**src/rtl/sohbcc_pkg.sv**
```systemverilog
`default_nettype none
// ----------------------------------------------------------------------------
// SOH/length frame codec package
// Item types, codes and job descriptors shared by the framer front end,
// the job queue and the result sequencer.
// ----------------------------------------------------------------------------
package sohbcc_pkg;

    localparam int          MAX_PAYLOAD = 256;
    localparam logic [7:0]  SOH_BYTE    = 8'h01;
    localparam int          QUEUE_DEPTH = 4;
    localparam int          QPTR_W      = $clog2(QUEUE_DEPTH);
    localparam int          QCNT_W      = $clog2(QUEUE_DEPTH + 1);

    typedef enum logic [1:0] {
        CMD_TX_START = 2'd0,
        CMD_TX_BYTE  = 2'd1,
        CMD_RX_BYTE  = 2'd2,
        CMD_NONE     = 2'd3
    } t_cmd;

    typedef enum logic [1:0] {
        KIND_LINE    = 2'd0,
        KIND_RX_DATA = 2'd1,
        KIND_RX_END  = 2'd2,
        KIND_ERROR   = 2'd3
    } t_kind;

    typedef enum logic [1:0] {
        ST_OK        = 2'd0,
        ST_TOO_LONG  = 2'd1,
        ST_BAD_START = 2'd2,
        ST_BAD_CHECK = 2'd3
    } t_status;

    typedef enum logic [2:0] {
        PH_START = 3'd0,
        PH_ADDR  = 3'd1,
        PH_LENH  = 3'd2,
        PH_LENL  = 3'd3,
        PH_DATA  = 3'd4,
        PH_CHECK = 3'd5
    } t_rx_phase;

    typedef enum logic [1:0] {
        JOB_HDR     = 2'd0,
        JOB_TX_BYTE = 2'd1,
        JOB_SINGLE  = 2'd2
    } t_job_op;

    typedef struct packed {
        logic [1:0]  cmd;
        logic [7:0]  data_byte;
        logic [15:0] frame_len;
    } t_in_item;

    typedef struct packed {
        logic [1:0] kind;
        logic [7:0] out_byte;
        logic [1:0] status;
        logic [8:0] rx_length;
        logic       hold_off;
        logic       last;
    } t_out_item;

    typedef struct packed {
        t_job_op    op;
        t_kind      kind;
        logic [7:0] byte_a;
        logic [7:0] byte_b;
        logic [7:0] chk;
        t_status    status;
        logic [8:0] rx_length;
        logic       hold;
        logic       fin;
    } t_job;

    typedef struct packed {
        logic push;
        t_job job;
    } t_job_push;

endpackage

`default_nettype wire

```
**src/rtl/sohbcc_queue.sv**
```systemverilog
`default_nettype none
// ----------------------------------------------------------------------------
// Job queue
// Short FIFO of job descriptors between the front end and the sequencer.
// ----------------------------------------------------------------------------
module sohbcc_queue
    import sohbcc_pkg::*;
(
    input  wire logic      i_clk,
    input  wire logic      i_rst_n,
    input  wire t_job_push i_wr,
    output logic           o_full,
    output logic           o_valid,
    output t_job           o_job,
    input  wire logic      i_pop
);

    t_job                r_mem [QUEUE_DEPTH];
    logic [QPTR_W-1:0]   r_wr;
    logic [QPTR_W-1:0]   r_rd;
    logic [QCNT_W-1:0]   r_cnt;
    logic [QCNT_W-1:0]   n_cnt;
    logic                push;
    logic                pop;

    assign o_full  = (r_cnt == QCNT_W'(QUEUE_DEPTH));
    assign o_valid = (r_cnt != '0);
    assign o_job   = r_mem[r_rd];
    assign push    = i_wr.push && !o_full;
    assign pop     = i_pop && o_valid;

    always_comb begin
        n_cnt = r_cnt;
        if (push && !pop) begin
            n_cnt = r_cnt + QCNT_W'(1);
        end else if (pop && !push) begin
            n_cnt = r_cnt - QCNT_W'(1);
        end
    end

    always_ff @(posedge i_clk) begin
        if (!i_rst_n) begin
            r_wr  <= '0;
            r_rd  <= '0;
            r_cnt <= '0;
        end else begin
            r_cnt <= n_cnt;
            if (push) begin
                r_wr <= r_wr + QPTR_W'(1);
            end
            if (pop) begin
                r_rd <= r_rd + QPTR_W'(1);
            end
        end
    end

    always_ff @(posedge i_clk) begin
        if (push) begin
            r_mem[r_wr] <= i_wr.job;
        end
    end

endmodule

`default_nettype wire

```
**src/rtl/sohbcc_front.sv**
```systemverilog
`default_nettype none
// ----------------------------------------------------------------------------
// Codec front end
// Accepts items, tracks transmit and receive framing state and emits one
// job descriptor per item that causes results.
// ----------------------------------------------------------------------------
module sohbcc_front
    import sohbcc_pkg::*;
(
    input  wire logic     i_clk,
    input  wire logic     i_rst_n,
    input  wire logic     i_valid,
    input  wire t_in_item i_item,
    input  wire logic     i_full,
    output logic          o_stall,
    output t_job_push     o_wr
);

    logic [8:0]  r_tx_rem,  n_tx_rem;
    logic [7:0]  r_tx_chk,  n_tx_chk;
    t_rx_phase   r_phase,   n_phase;
    logic [15:0] r_rx_exp,  n_rx_exp;
    logic [8:0]  r_rx_cnt,  n_rx_cnt;
    logic [7:0]  r_rx_chk,  n_rx_chk;
    logic        r_err,     n_err;

    logic        acc;
    t_cmd        cmd;
    logic [7:0]  b;
    logic [15:0] len;
    logic        len_long;
    logic [7:0]  tx_hdr_chk;
    logic [15:0] rx_len_full;
    logic        rx_len_long;
    logic [8:0]  rx_cnt_inc;
    logic        rx_bad;

    assign o_stall     = i_full;
    assign acc         = i_valid && !i_full;
    assign cmd         = t_cmd'(i_item.cmd);
    assign b           = i_item.data_byte;
    assign len         = i_item.frame_len;
    assign len_long    = (len > 16'(MAX_PAYLOAD));
    assign tx_hdr_chk  = SOH_BYTE ^ len[15:8] ^ len[7:0];
    assign rx_len_full = {r_rx_exp[15:8], b};
    assign rx_len_long = (rx_len_full > 16'(MAX_PAYLOAD));
    assign rx_cnt_inc  = r_rx_cnt + 9'd1;
    assign rx_bad      = ((r_rx_chk ^ b) != 8'h00);

    always_comb begin
        n_tx_rem = r_tx_rem;
        n_tx_chk = r_tx_chk;
        n_phase  = r_phase;
        n_rx_exp = r_rx_exp;
        n_rx_cnt = r_rx_cnt;
        n_rx_chk = r_rx_chk;
        n_err    = r_err;
        if (acc) begin
            unique case (cmd)
                CMD_TX_START: begin
                    if (len_long) begin
                        n_tx_rem = '0;
                    end else begin
                        n_tx_rem = len[8:0];
                        n_tx_chk = tx_hdr_chk;
                        n_err    = 1'b0;
                    end
                end
                CMD_TX_BYTE: begin
                    if (r_tx_rem != '0) begin
                        n_tx_chk = r_tx_chk ^ b;
                        n_tx_rem = r_tx_rem - 9'd1;
                    end
                end
                CMD_RX_BYTE: begin
                    unique case (r_phase)
                        PH_ADDR: begin
                            n_rx_chk = r_rx_chk ^ b;
                            n_phase  = PH_LENH;
                        end
                        PH_LENH: begin
                            n_rx_chk = r_rx_chk ^ b;
                            n_rx_exp = {b, 8'h00};
                            n_phase  = PH_LENL;
                        end
                        PH_LENL: begin
                            n_rx_chk = r_rx_chk ^ b;
                            n_rx_exp = rx_len_full;
                            n_rx_cnt = '0;
                            if (rx_len_long) begin
                                n_err   = 1'b1;
                                n_phase = PH_START;
                            end else if (rx_len_full == 16'h0000) begin
                                n_phase = PH_CHECK;
                            end else begin
                                n_phase = PH_DATA;
                            end
                        end
                        PH_DATA: begin
                            n_rx_chk = r_rx_chk ^ b;
                            n_rx_cnt = rx_cnt_inc;
                            if ({7'd0, rx_cnt_inc} >= r_rx_exp) begin
                                n_phase = PH_CHECK;
                            end
                        end
                        PH_CHECK: begin
                            n_rx_chk = r_rx_chk ^ b;
                            if (rx_bad) begin
                                n_err = 1'b1;
                            end
                            n_phase = PH_START;
                        end
                        default: begin
                            if (b != SOH_BYTE) begin
                                n_err   = 1'b1;
                                n_phase = PH_START;
                            end else begin
                                n_rx_chk = b;
                                n_phase  = PH_ADDR;
                            end
                        end
                    endcase
                end
                default: ;
            endcase
        end
    end

    always_comb begin
        o_wr           = '0;
        o_wr.job.op    = JOB_SINGLE;
        o_wr.job.kind  = KIND_LINE;
        o_wr.job.status = ST_OK;
        unique case (cmd)
            CMD_TX_START: begin
                o_wr.push = acc;
                if (len_long) begin
                    o_wr.job.kind   = KIND_ERROR;
                    o_wr.job.status = ST_TOO_LONG;
                end else begin
                    o_wr.job.op     = JOB_HDR;
                    o_wr.job.byte_a = len[15:8];
                    o_wr.job.byte_b = len[7:0];
                    o_wr.job.chk    = tx_hdr_chk;
                    o_wr.job.hold   = r_err;
                    o_wr.job.fin    = (len == 16'h0000);
                end
            end
            CMD_TX_BYTE: begin
                o_wr.push       = acc && (r_tx_rem != '0);
                o_wr.job.op     = JOB_TX_BYTE;
                o_wr.job.byte_a = b;
                o_wr.job.chk    = r_tx_chk ^ b;
                o_wr.job.fin    = (r_tx_rem == 9'd1);
            end
            CMD_RX_BYTE: begin
                o_wr.job.byte_a = b;
                unique case (r_phase)
                    PH_ADDR, PH_LENH: ;
                    PH_LENL: begin
                        o_wr.push       = acc && rx_len_long;
                        o_wr.job.kind   = KIND_ERROR;
                        o_wr.job.status = ST_TOO_LONG;
                    end
                    PH_DATA: begin
                        o_wr.push     = acc;
                        o_wr.job.kind = KIND_RX_DATA;
                    end
                    PH_CHECK: begin
                        o_wr.push           = acc;
                        o_wr.job.kind       = KIND_RX_END;
                        o_wr.job.byte_a     = 8'h00;
                        o_wr.job.status     = rx_bad ? ST_BAD_CHECK : ST_OK;
                        o_wr.job.rx_length  = r_rx_cnt;
                    end
                    default: begin
                        o_wr.push       = acc && (b != SOH_BYTE);
                        o_wr.job.kind   = KIND_ERROR;
                        o_wr.job.status = ST_BAD_START;
                    end
                endcase
            end
            default: ;
        endcase
    end

    always_ff @(posedge i_clk) begin
        if (!i_rst_n) begin
            r_tx_rem <= '0;
            r_tx_chk <= '0;
            r_phase  <= PH_START;
            r_rx_exp <= '0;
            r_rx_cnt <= '0;
            r_rx_chk <= '0;
            r_err    <= 1'b0;
        end else begin
            r_tx_rem <= n_tx_rem;
            r_tx_chk <= n_tx_chk;
            r_phase  <= n_phase;
            r_rx_exp <= n_rx_exp;
            r_rx_cnt <= n_rx_cnt;
            r_rx_chk <= n_rx_chk;
            r_err    <= n_err;
        end
    end

endmodule

`default_nettype wire

```
**src/rtl/sohbcc_back.sv**
```systemverilog
`default_nettype none
// ----------------------------------------------------------------------------
// Result sequencer
// Expands each queued job into its result items, one per cycle unless
// stalled, through a registered output stage.
// ----------------------------------------------------------------------------
module sohbcc_back
    import sohbcc_pkg::*;
(
    input  wire logic  i_clk,
    input  wire logic  i_rst_n,
    input  wire logic  i_job_valid,
    input  wire t_job  i_job,
    output logic       o_pop,
    output logic       o_valid,
    output t_out_item  o_item,
    input  wire logic  i_stall
);

    logic [2:0] r_step;
    logic       r_valid;
    t_out_item  r_item;
    t_out_item  res;
    logic       done;
    logic       load;

    assign load    = i_job_valid && (!r_valid || !i_stall);
    assign o_pop   = load && done;
    assign o_valid = r_valid;
    assign o_item  = r_item;

    always_comb begin
        res          = '0;
        res.kind     = KIND_LINE;
        done         = 1'b1;
        unique case (i_job.op)
            JOB_HDR: begin
                done = i_job.fin ? (r_step == 3'd4) : (r_step == 3'd3);
                unique case (r_step)
                    3'd0: begin
                        res.out_byte = SOH_BYTE;
                        res.hold_off = i_job.hold;
                    end
                    3'd1: res.out_byte = 8'h00;
                    3'd2: res.out_byte = i_job.byte_a;
                    3'd3: begin
                        res.out_byte = i_job.byte_b;
                        res.last     = i_job.fin;
                    end
                    default: begin
                        res.out_byte = i_job.chk;
                        res.last     = 1'b1;
                    end
                endcase
            end
            JOB_TX_BYTE: begin
                done = i_job.fin ? (r_step == 3'd1) : (r_step == 3'd0);
                if (r_step == 3'd0) begin
                    res.out_byte = i_job.byte_a;
                    res.last     = i_job.fin;
                end else begin
                    res.out_byte = i_job.chk;
                    res.last     = 1'b1;
                end
            end
            JOB_SINGLE: begin
                res.kind      = i_job.kind;
                res.out_byte  = i_job.byte_a;
                res.status    = i_job.status;
                res.rx_length = i_job.rx_length;
                res.last      = 1'b1;
            end
            default: ;
        endcase
    end

    always_ff @(posedge i_clk) begin
        if (!i_rst_n) begin
            r_step  <= '0;
            r_valid <= 1'b0;
        end else begin
            priority if (load) begin
                r_valid <= 1'b1;
                r_step  <= done ? 3'd0 : r_step + 3'd1;
            end else if (!i_stall) begin
                r_valid <= 1'b0;
            end else begin
                r_valid <= r_valid;
            end
        end
    end

    always_ff @(posedge i_clk) begin
        if (load) begin
            r_item <= res;
        end
    end

endmodule

`default_nettype wire

```
**src/rtl/soh_length_bcc_frame_codec_core.sv**
```systemverilog
`default_nettype none
// ----------------------------------------------------------------------------
// SOH/length frame codec core
// Framer and deframer for a serial reader link with an XOR block check.
// ----------------------------------------------------------------------------
// The input channel takes one item per cycle as long as the four-entry job
// queue has room; each item is classified and updates the framing state in
// the cycle it is accepted. The result sequencer drains the queue and gives
// one result item per cycle from its output register unless stalled: a
// transmit start gives 4 or 5 items (1 if too long), a payload byte 1, 2 or
// none, every other item 1 or none. Results pass the job queue and then the
// output register, which alone sets throughput: one result per cycle.
// ----------------------------------------------------------------------------
module soh_length_bcc_frame_codec_core
    import sohbcc_pkg::*;
(
    input  wire logic      i_clk,
    input  wire logic      i_rst_n,
    input  wire logic      i_in_valid,
    input  wire t_in_item  i_in_item,
    output logic           o_in_stall,
    output logic           o_out_valid,
    output t_out_item      o_out_item,
    input  wire logic      i_out_stall
);

    t_job_push wr;
    logic      q_full;
    logic      q_valid;
    t_job      q_job;
    logic      q_pop;

    sohbcc_front u_front (
        .i_clk   (i_clk),
        .i_rst_n (i_rst_n),
        .i_valid (i_in_valid),
        .i_item  (i_in_item),
        .i_full  (q_full),
        .o_stall (o_in_stall),
        .o_wr    (wr)
    );

    sohbcc_queue u_queue (
        .i_clk   (i_clk),
        .i_rst_n (i_rst_n),
        .i_wr    (wr),
        .o_full  (q_full),
        .o_valid (q_valid),
        .o_job   (q_job),
        .i_pop   (q_pop)
    );

    sohbcc_back u_back (
        .i_clk       (i_clk),
        .i_rst_n     (i_rst_n),
        .i_job_valid (q_valid),
        .i_job       (q_job),
        .o_pop       (q_pop),
        .o_valid     (o_out_valid),
        .o_item      (o_out_item),
        .i_stall     (i_out_stall)
    );

    a_no_push_when_full: assert property (@(posedge i_clk) disable iff (!i_rst_n)
        wr.push |-> !q_full)
        else $error("job pushed into full queue");

    a_hold_off_on_soh: assert property (@(posedge i_clk) disable iff (!i_rst_n)
        (o_out_valid && o_out_item.hold_off) |->
        (o_out_item.kind == KIND_LINE && o_out_item.out_byte == SOH_BYTE))
        else $error("hold_off outside first header byte");

    a_rx_length_at_end: assert property (@(posedge i_clk) disable iff (!i_rst_n)
        (o_out_valid && o_out_item.rx_length != '0) |-> (o_out_item.kind == KIND_RX_END))
        else $error("rx_length outside frame end");

    a_pop_only_on_load: assert property (@(posedge i_clk) disable iff (!i_rst_n)
        q_pop |=> o_out_valid)
        else $error("job retired without result");

endmodule

`default_nettype wire

```
**config.mk**
```make
export PLATFORM = sky130hd
export DESIGN_NAME = soh_length_bcc_frame_codec_core
export DESIGN_NICKNAME = d
export VERILOG_FILES = /design/src/rtl/sohbcc_pkg.sv /design/src/rtl/sohbcc_queue.sv /design/src/rtl/sohbcc_front.sv /design/src/rtl/sohbcc_back.sv /design/src/rtl/soh_length_bcc_frame_codec_core.sv
export SDC_FILE = /design/constraint.sdc
export NUM_CORES = 1
export LEC_CHECK = 0
export BUFFER_PORTS_ARGS = -buffer_cell sky130_fd_sc_hd__buf_2
export CORE_MARGIN = 3
export CORE_UTILIZATION = 49
export CTS_BUF_LIST = sky130_fd_sc_hd__clkbuf_8
export DETAILED_ROUTE_END_ITERATION = 6
export GPL_TIMING_DRIVEN = 0
export PLACE_DENSITY = 0.66
export SYNTH_ARGS = -nofsm -noshare
export SYNTH_HDL_FRONTEND = slang
export SYNTH_SLANG_ARGS = --single-unit
```
**constraint.sdc**
```tcl
create_clock -name i_clk -period 4.16 [get_ports i_clk]
set_input_delay 0.416 -clock i_clk [delete_from_list [all_inputs] [get_ports i_clk]]
set_output_delay 0.416 -clock i_clk [all_outputs]
set_load 0.03 [all_outputs]
```
Yosys cells after proc, flatten, opt, wreduce, memory -nomap -nowiden
Memory sizes are Yosys's and may differ from the RTL's. A register that Yosys moved wholly into a read port is not among the register bits.
Index checks and enable logic that the tools add are counted.
- bitwise operators: 5
- equality and inequality tests: 25
- add/subtract/negate cells: 7
- order comparisons: 3
- reductions and logical operators: 43
- mux-type cells: 60
- operator list (operator ; count):
    8-bit two-way mux ; 7
    8-bit case mux with 3 select lines ; 2
    9-bit two-way mux ; 4
    9-bit case mux with 2 select lines ; 2
    16-bit by 9-bit > comparator with 1-bit output (second input constant) ; 2
    16-bit zero test ; 2
    16-bit case mux with 2 select lines ; 1
    8-bit case mux with 2 select lines ; 2
    8-bit case mux with 4 select lines ; 1
    24-bit two-way mux ; 1
    8-bit bitwise XOR ; 3
    9-bit by 16-bit greater-or-equal comparator with 1-bit output ; 1
    1-bit two-way mux ; 15
    3-bit two-way mux ; 5
    3-bit case mux with 5 select lines ; 1
    3-bit AND reduction ; 5
    3-bit by 2-bit equality test with 1-bit output (second input constant) ; 4
    3-bit equality test (second input constant) ; 4
    2-bit two-way mux ; 6
    1-bit case mux with 3 select lines ; 4
    2-bit case mux with 2 select lines ; 3
    2-bit case mux with 3 select lines ; 2
    1-bit logical AND ; 10
    2-bit nonzero test ; 5
    29 further kinds ; 51
- memories: 1
- flip-flop bits (word level): 88
- RAM bits: 164
- output and inout port bits: 25
- word-level logic and storage cells: 163
- memory list (memory ; depth ; bits a word ; read ports ; clocked after memory_dff ; write ports ; line ; RTL):
    u_queue.r_mem ; 4 ; 41 ; 1 ; 1 ; 1 ; sohbcc_queue.sv:18 ; t_job r_mem [QUEUE_DEPTH];

Longest topological paths before layout
Gate-level depths: netlist (run 1).
- depth after elaboration: 11
- mapped depth: 12
- gate-level depth less buffers: 12

Hierarchy
A second synthesis (run 1) with hierarchy kept.
- cells, all modules: 911
- area, all modules: 11766.3 um^2
- modules (own cells, without submodules) (module ; area each (um^2) ; instances ; sequential area each (um^2) ; cells an instance):
    sohbcc_queue ; 6451.2 ; 1 ; 5104.9 ; 263
    sohbcc_front ; 3788.6 ; 1 ; 1081.0 ; 503
    sohbcc_back ; 1526.5 ; 1 ; 770.7 ; 145

Worst setup path after synthesis (run 1)
Ideal clock, no wire load.
- path type: flip-flop to flip-flop
- from: reg u_front.r_tx_rem[0]
- to: mem u_queue.r_mem[0][0] (netlist name) (enable)
- period minus slack after synthesis: 2966 ps
- library setup time: 402 ps
- path buffers: 0
- slack: 1194 ps
- data required time: 3758 ps
- data arrival time: 2564 ps
- cell stages (with the launch flop): 8
- cells stage by stage: dfxtp_1 > inv_1 > ha_1 > nor4b_1 > a31oi_2 > a21oi_1 > a221oi_2 > and2_1
- longest elaborated chain between the ends: 6
- RTL lines (what ; line ; RTL):
    start, declared ; sohbcc_front.sv:19 ; logic [8:0] r_tx_rem, n_tx_rem;
    start signal, assigned ; sohbcc_front.sv:197 ; r_tx_rem <= n_tx_rem;
    9-bit nonzero test ; sohbcc_front.sv:150 ; o_wr.push = acc && (r_tx_rem != '0);
    1-bit logical AND ; sohbcc_front.sv:150 ;
    1-bit case mux with 3 select lines ; sohbcc_front.sv:134 ; unique case (cmd)
    1-bit logical AND ; sohbcc_queue.sv:29 ; assign push = i_wr.push && !o_full;
    named net u_queue.push ; sohbcc_queue.sv:23 ; logic push;
    1-bit two-way mux ; sohbcc_queue.sv:58 ; if (push) begin
    1-bit two-way mux (implied by the code) ; sohbcc_queue.sv:59 ; r_mem[r_wr] <= i_wr.job;
    end, declared ; sohbcc_queue.sv:18 ;
The timed path passes the listed nets, and every way through them passes these cells.

Worst setup path in the final report (run 1)
- from: reg u_front.r_tx_rem[0]
- to: reg u_queue.r_cnt[2]
- longest elaborated chain between the ends: 7
- elaborated cells on any way between the ends: 9
- those cells by class: 2 x mux; 7 x reduce/logical
- RTL lines (what ; line ; RTL):
    9-bit nonzero test * ; sohbcc_front.sv:150 ;
    1-bit logical AND * ; sohbcc_front.sv:150 ;
    1-bit case mux with 3 select lines * ; sohbcc_front.sv:134 ;
    1-bit logical AND * ; sohbcc_queue.sv:29 ;
    named net u_queue.push ; sohbcc_queue.sv:23 ;
    1-bit zero test ; sohbcc_queue.sv:36 ; end else if (pop && !push) begin
    1-bit logical AND ; sohbcc_queue.sv:36 ;
    2-bit nonzero test (no line) ; n/a ;
    end signal, assigned ; sohbcc_queue.sv:47 ; r_cnt <= n_cnt;
    end, declared ; sohbcc_queue.sv:21 ; logic [QCNT_W-1:0] r_cnt;
The timed path passes the listed nets; every way through them passes the cells marked *.
A chain may end at the register's enable or synchronous reset.

==> flow_metrics.py, run 1 <==
metrics = {
    "clock_network": {
        "ctsHoldBuffers": 0,
        "cts_tree": "built",
        "cts_root_buffer": "clkbuf_8",
        "insertion_delay_ns": 0.55,
        "cts_resized": 0,
        "cts_sinks": 254,
        "clockBufferDepth": 3,
        "htreeDepth": 2,
        "cts_setup_buffers": 0,
        "clk_pin_slew_ns": 0.06,
        "numCtsBuffers": 43,
    },
    "final_layout": {
        "nNetsFinal": 1040,
        "areaGrowthSynthToFinish_pct": 14.0,
        "drive_gt1_share_pct": 20.5,
        "fill_cells": 1922,
        "seq_area_mm2": 0.00696,
        "fin_cells": 1330,
        "multi_input_area_mm2": 0.00424,
        "diodes": 0,
    },
    "critical_path": {
        "worstSetupPathType": "flip-flop to flip-flop",
        "max_stage_delay_ns": 0.61,
        "reg2reg_slack_ns": 0.91,
        "start_kind": "flip-flop",
        "reg2reg_depth": 12,
        "timing.rr.end": "u_queue.r_cnt[2]$_SDFFE_PN0P_",
        "required_ns": 4.62,
        "cp_max_fo": 8,
        "regToRegStartpoint": "u_front.r_tx_rem[0]$_SDFFE_PN0P_",
        "arrival_ns": 3.71,
        "crit_chain": "inv_1 > ha_1 > nor4b_1 > a31oi_2 > a21oi_1 > a221oi_2 > ha_1 > inv_1 > fa_1 > xor2_1 > or3_1 > a21oi_1",
        "critPathCaptureType": "flip-flop",
        "crit_path_top_delay_cell": "a221oi_2",
    },
    "worst_hold_path": {
        "min_path_cells": 3,
        "holdCritStartpoint": "i_out_stall",
        "min_to": "u_back.o_valid$_SDFFE_PN0P_",
        "min_path_type": "primary input to flip-flop",
    },
    "floorplanning": {
        "ios": 55,
        "start_util_pct": 50.4,
        "floorplan.core_area_mm2": 0.0228,
        "die_y_um": 159,
        "rows": 55,
        "dieArea_mm2": 0.0254,
        "die_w_um": 159,
    },
    "global_routing": {
        "grt_max_degree": 35,
        "gr-usage-met1_pct": 29.1,
        "grt_pass1_wl_um": 40900,
        "grt.met2_usage_pct": 31.4,
        "antenna_found_initial": 0,
        "grt_pass1_vias": 7319,
        "overflow": 0,
        "top_usage_layer": "met2",
        "grt_usage_pct": 20.1,
        "met3_usage_pct": 3.54,
    },
    "sta": {
        "timing.fmax_ghz": 0.308,
        "drv_slew": 0,
        "finClkSkew_ns": 0.0221,
        "relSlewSlack_pct": 42.0,
        "finalHoldViolCount": 0,
        "setup_viol": 0,
        "period_share_pct": 78.1,
        "fin_crit_ns": 3.25,
        "worst_pin_slew_ns": 0.868,
        "rsz0062_at_grt": "false",
        "fin_tns_setup_ns": 0,
    },
    "placement": {
        "io_buffers": 47,
        "dpl.cell_count": 1254,
        "place.gp.congestion": 0.873,
        "place_hpwl_um": 17600,
    },
    "yosys": {
        "synth_area_mm2": 0.0115,
        "synth_warnings": 0,
        "synth-edff-count": 187,
        "synthFlopType": "edfxtp_1",
        "synth.avg_cell_area_um2": 12.9,
        "synth_seq_cells": 254,
        "synthArstFlopShare_pct": 0,
        "syn_nets": 943,
        "syn_inst": 889,
        "ys_seq_area_share_pct": 60.4,
        "synthDistinctLibCells": 69,
    },
    "pwr": {
        "power_density_mw_per_mm2": 559,
        "p_leak_nw": 4.77,
        "p_total_w": 0.00734,
        "peakVddDrop_mv": 0.292,
    },
    "route": {
        "drt-initial-drc-count": 603,
        "vias": 7449,
        "ant_nets": 0,
        "routedWlPerCell_um": 19.0,
        "route.detailed.drc": 0,
        "first_pass_iters": 5,
        "routed_wirelength_um": 25300,
        "vias_per_cell": 5.60,
    },
    "job": {
        "maxCapViolations": 0,
    },
    "status": {
        "status": "completed",
    },
}
[power breakdown]
group / switching, W / internal (W)
Clock: 0.000988 / 0.00127
Sequential: 0.000108 / 0.00309
Combinational: 0.00117 / 0.000710
Total: 0.00226 / 0.00507
[area by class of cell]
cell class	instances	share of cell area, %
Clock buffer	49	5.14
Inverter	23	0.658
Timing Repair Buffer	52	2.55
Multi-Input combinational cell	560	32.3
Sequential cell	254	53.0
Tap cell	313	2.98
Clock inverter	27	1.53
Buffer	52	1.81
[worst max-delay path, delay by kind of cell, from the launching register on]
kind,cells,cell delay [ns]
AO/OA/AOI/OAI,4,1.08
XOR/XNOR,1,0.16
flip-flops,1,0.39
adder cells (fa/ha/maj),3,0.89
buffers and inverters,2,0.16
AND/OR/NAND/NOR,2,0.47
[how the worst max path moves through the flow]
stage | start | endpoint | cells after the start
3_3_place_gp | i_in_item[20] | u_queue.r_mem[0][36]$_DFFE_PP_ | 6
3_5_place_dp | i_in_item[20] | u_queue.r_cnt[2]$_SDFFE_PN0P_ | 11
5_1_grt | u_front.r_tx_rem[0]$_SDFFE_PN0P_ | u_queue.r_cnt[2]$_SDFFE_PN0P_ | 12
6_report | u_front.r_tx_rem[0]$_SDFFE_PN0P_ | u_queue.r_cnt[2]$_SDFFE_PN0P_ | 12
4_1_cts | u_front.r_tx_rem[0]$_SDFFE_PN0P_ | u_queue.r_cnt[2]$_SDFFE_PN0P_ | 12
2_1_floorplan | u_front.r_tx_rem[0]$_SDFFE_PN0P_ | u_queue.r_mem[0][0]$_DFFE_PP_ | 7
[placed cells by master (no fill, tap or decap), drive strengths merged, types with 9 or more instances in the layout]
master,netlist,layout
dfxtp,67,67
nand3,12,12
and3,31,31
clkinv,0,9
a21oi,42,42
buf,24,76
ha,23,23
nor2b,26,26
xor2,19,19
edfxtp,187,187
a31o,9,9
a31oi,9,9
clkbuf,28,77
nand3b,10,10
o21ai,58,58
xnor2,21,21
o211ai,10,10
nor4,9,9
nand2,66,66
nor2,57,57
inv,23,37
nor3,13,13
mux4,41,41
a22oi,34,34
[flip-flops by register name, indices dropped and copies added, names as in the netlist, named ones only]
register	cells
u_queue.r_mem	164
u_front.r_tx_chk	8
u_back.o_item	23
u_front.r_rx_chk	8
u_front.r_phase	3
u_back.o_valid	1
u_queue.r_rd	2
u_front.r_err	1
u_queue.r_cnt	3
u_front.r_rx_cnt	9
u_back.r_step	3
u_queue.r_wr	2
u_front.r_tx_rem	9
u_front.r_rx_exp	16
[metal layers]
metal / routed length, um / share of wire [%]
met1: 11800 / 47
met2: 11500 / 46
met3: 1350 / 5.3
met4: 617 / 2.4
met5: 0 / 0
[logic make-up (layout without fill, tap and decap cells)]
| kind of cell | count (synthesis) | count (layout) | synth area share, % |
|---|---|---|---|
| AOI/OAI and AO/OA | 200 | 200 | 11.4 |
| xor gates and xnor gates | 40 | 40 | 3.04 |
| adders and majority gates | 24 | 24 | 2.67 |
| buffers and inverters | 75 | 203 | 2.82 |
| DFF | 254 | 254 | 60.4 |
| muxes | 45 | 45 | 8.37 |
| and+or+nand+nor | 251 | 251 | 11.3 |
[Yosys cell counts (all sizes together), types with 8 or more instances]
library cell / number / area share, %
xnor2: 21 / 1.6
o21ai: 58 / 2.6
mux4: 41 / 8.0
a22oi: 34 / 2.2
nand3: 12 / 0.57
clkbuf: 28 / 0.91
buf: 24 / 1.2
nor3: 13 / 0.57
a21oi: 42 / 1.9
nand2: 66 / 2.2
a31oi: 9 / 0.54
nor2: 57 / 1.9
xor2: 19 / 1.4
o211ai: 10 / 0.65
dfxtp: 67 / 12
and3: 31 / 1.7
inv: 23 / 0.75
a31o: 9 / 0.68
edfxtp: 187 / 49
ha: 23 / 2.5
nor2b: 26 / 1.4
nor4: 9 / 0.67
o22ai: 8 / 0.43
nand3b: 10 / 0.65
[per-stage QoR]
step	util, %	setup WS, ns	area, um^2	hold slack [ns]
2_1_floorplan	-	1.19	11500	0.452
3_3_place_gp	53.1	0.154	12100	0.462
3_5_place_dp	53.6	0.934	12300	0.470
4_1_cts	57.5	0.907	13100	0.141
5_1_grt	57.5	0.702	13100	0.168
6_report	57.5	0.913	13100	0.178
Power figures use the tool's default switching activity.
==> run 2: changes to the inputs <==
PLACE_DENSITY = 0.68   (was 0.66)
clock period = 2.88 ns   (was 4.16 ns; I/O delays follow)
==> flow_metrics.py, run 2 (synthesis gave the netlist of run 1 again) <==
metrics = {
    "placement": {
        "place_hpwl_um": 17700,
        "io_buffers": 47,
        "dp_slack_ns": -0.314,
        "place.gp.congestion": 0.891,
    },
    "critical_path": {
        "reg2reg_depth": 7,
        "crit_path_top_delay_cell": "and2_2",
        "cp_max_fo": 41,
        "startpoint": "u_front.r_tx_rem[0]$_SDFFE_PN0P_",
        "arrival_ns": 3.03,
        "start_kind": "flip-flop",
        "regToRegStartpoint": "u_front.r_tx_rem[0]$_SDFFE_PN0P_",
        "cp.buffers_inverters": 1,
        "required_ns": 3.03,
        "cp_top_family": "simple AND/OR/NAND/NOR gates",
        "crit_cells": 7,
        "worstSetupPathType": "flip-flop to flip-flop",
        "critPathCaptureType": "flip-flop",
        "crit_chain": "inv_2 > ha_2 > nor4b_4 > a31oi_2 > a21oi_2 > a221oi_4 > and2_2",
        "max_stage_delay_ns": 0.99,
    },
    "route": {
        "vias": 7630,
        "routedWlPerCell_um": 19.6,
        "first_pass_iters": 5,
        "vias_per_cell": 5.73,
        "routed_wirelength_um": 26100,
        "route.detailed.drc": 0,
        "drt-initial-drc-count": 660,
        "ant_nets": 0,
    },
    "worst_hold_path": {
        "min_path_cells": 3,
        "min_path_type": "primary input to flip-flop",
        "holdCritStartpoint": "i_in_item[7]",
    },
    "global_routing": {
        "grt_usage_pct": 20.6,
        "antenna_found_initial": 0,
        "grt_pass1_vias": 7544,
        "grt_max_degree": 42,
        "grt_pass1_wl_um": 41400,
        "overflow": 0,
    },
    "sta": {
        "fin_crit_ns": 2.88,
        "period_share_pct": 100,
        "drv_slew": 0,
        "fin_tns_setup_ns": 0,
        "fin_ws_ns": 0.000848,
        "relSlewSlack_pct": 23.9,
        "worst_pin_slew_ns": 1.14,
        "hold_slack_ns": 0.0352,
        "finClkSkew_ns": 0.0301,
        "rsz0062_at_grt": "true",
        "finalHoldViolCount": 0,
        "timing.fmax_ghz": 0.347,
        "setup_viol": 0,
    },
    "floorplanning": {
        "die_w_um": 159,
        "start_util_pct": 50.4,
        "ios": 55,
        "floorplan.core_area_mm2": 0.0228,
        "dieArea_mm2": 0.0254,
        "die_y_um": 159,
        "rows": 55,
    },
    "clock_network": {
        "clockBufferDepth": 3,
        "clk_pin_slew_ns": 0.06,
        "cts_sinks": 254,
        "numCtsBuffers": 43,
        "insertion_delay_ns": 0.56,
        "cts_root_buffer": "clkbuf_8",
        "htreeDepth": 2,
        "cts_tree": "built",
    },
    "final_layout": {
        "fin_util_pct": 57.2,
        "fill_cells": 1911,
        "multi_input_area_mm2": 0.00430,
        "largest_reg_flops": 164,
        "areaGrowthSynthToFinish_pct": 13.4,
        "most-common-layout-cells": "edfxtp_1 (187), buf_2 (66), dfxtp_1 (66)",
        "nNetsFinal": 1041,
        "diodes": 0,
        "seq_area_mm2": 0.00696,
        "drive_gt1_share_pct": 20.7,
        "final_common_cell": "edfxtp_1",
        "regMostFlops": "u_queue.r_mem",
    },
    "pwr": {
        "p_leak_nw": 4.71,
        "peakVddDrop_mv": 0.353,
        "power_density_mw_per_mm2": 800,
    },
    "status": {
        "status": "completed",
    },
    "job": {
        "maxCapViolations": 0,
    },
}
run 2: cell count changes in the layout (fill, tap and decap cells not counted), sizes merged:
cell,change
clkinv,+12
clkbuf,-6
inv,-3
buf,+1
bufinv,-1
clkinvlp,-1
run 2: repair_timing:
action                                  4_1_cts  5_1_grt
setup buffers                                 2        3
resized for setup                             3       12
hold buffers                                  0        0
pin swaps                                     3        7
endpoints found under the setup margin      166      169
run 2: path summary, 6_finish.rpt:
path / endpoint / slack (ns)
worst max-delay path: u_queue.r_mem[1][5]$_DFFE_PP_ / 0.0008
worst min-delay path: u_front.r_tx_rem[7]$_SDFFE_PN0P_ / 0.04
worst max register to register: u_queue.r_mem[1][5]$_DFFE_PP_ / 0.0008
worst min register to register: u_front.r_rx_exp[10]$_SDFFE_PN0P_ / 0.48
run 2: power breakdown:
group | switching [W] | leakage (nW) | total [W] | internal [W]
clock | 0.00145 | 0.437 | 0.00304 | 0.00159
sequential | 0.000163 | 2.35 | 0.00464 | 0.00447
combinational | 0.00172 | 1.92 | 0.00277 | 0.00105
run 2: worst reg2reg max path, delay by kind of cell, from the launching register on:
kind / cells / cell delay [ns]
AO/OA/AOI/OAI: 3 / 0.74
buffers and inverters: 1 / 0.05
flip-flops: 1 / 0.36
AND/OR/NAND/NOR: 2 / 1.13
adder cells (fa/ha/maj): 1 / 0.18
run 2: per-stage QoR:
| stage | std cells | total power (W) | instance area (um^2) |
|---|---|---|---|
| floorplan | 889 | 0.00666 | 11500 |
| finish | 1332 | 0.0104 | 13100 |
| CTS | 1329 | 0.0105 | 13000 |
| detailed placement | 1250 | 0.00743 | 12200 |
| global placement | 1249 | 0.00733 | 12100 |
| global route | 1332 | 0.0109 | 13100 |
run 2: metal layers:
| metal | up-vias | GRT usage [%] | wire [um] |
|---|---|---|---|
| li1 | 3589 | - | - |
| met1 | 3772 | 28.6 | 11700 |
| met2 | 222 | 33.3 | 12300 |
| met3 | 47 | 4.45 | 1500 |
| met4 | 0 | 5.49 | 529 |
| met5 | - | 0 | 0 |
run 2: cell type report:
class / instances / share of cell area (%)
clock inverters: 34 / 1.55
flip-flops and latches: 254 / 53.3
clock buffers: 43 / 4.53
well taps: 313 / 3.00
inverters: 23 / 0.661
plain buffers: 52 / 1.82
repair buffers: 53 / 2.24
multi-input cells: 560 / 32.9
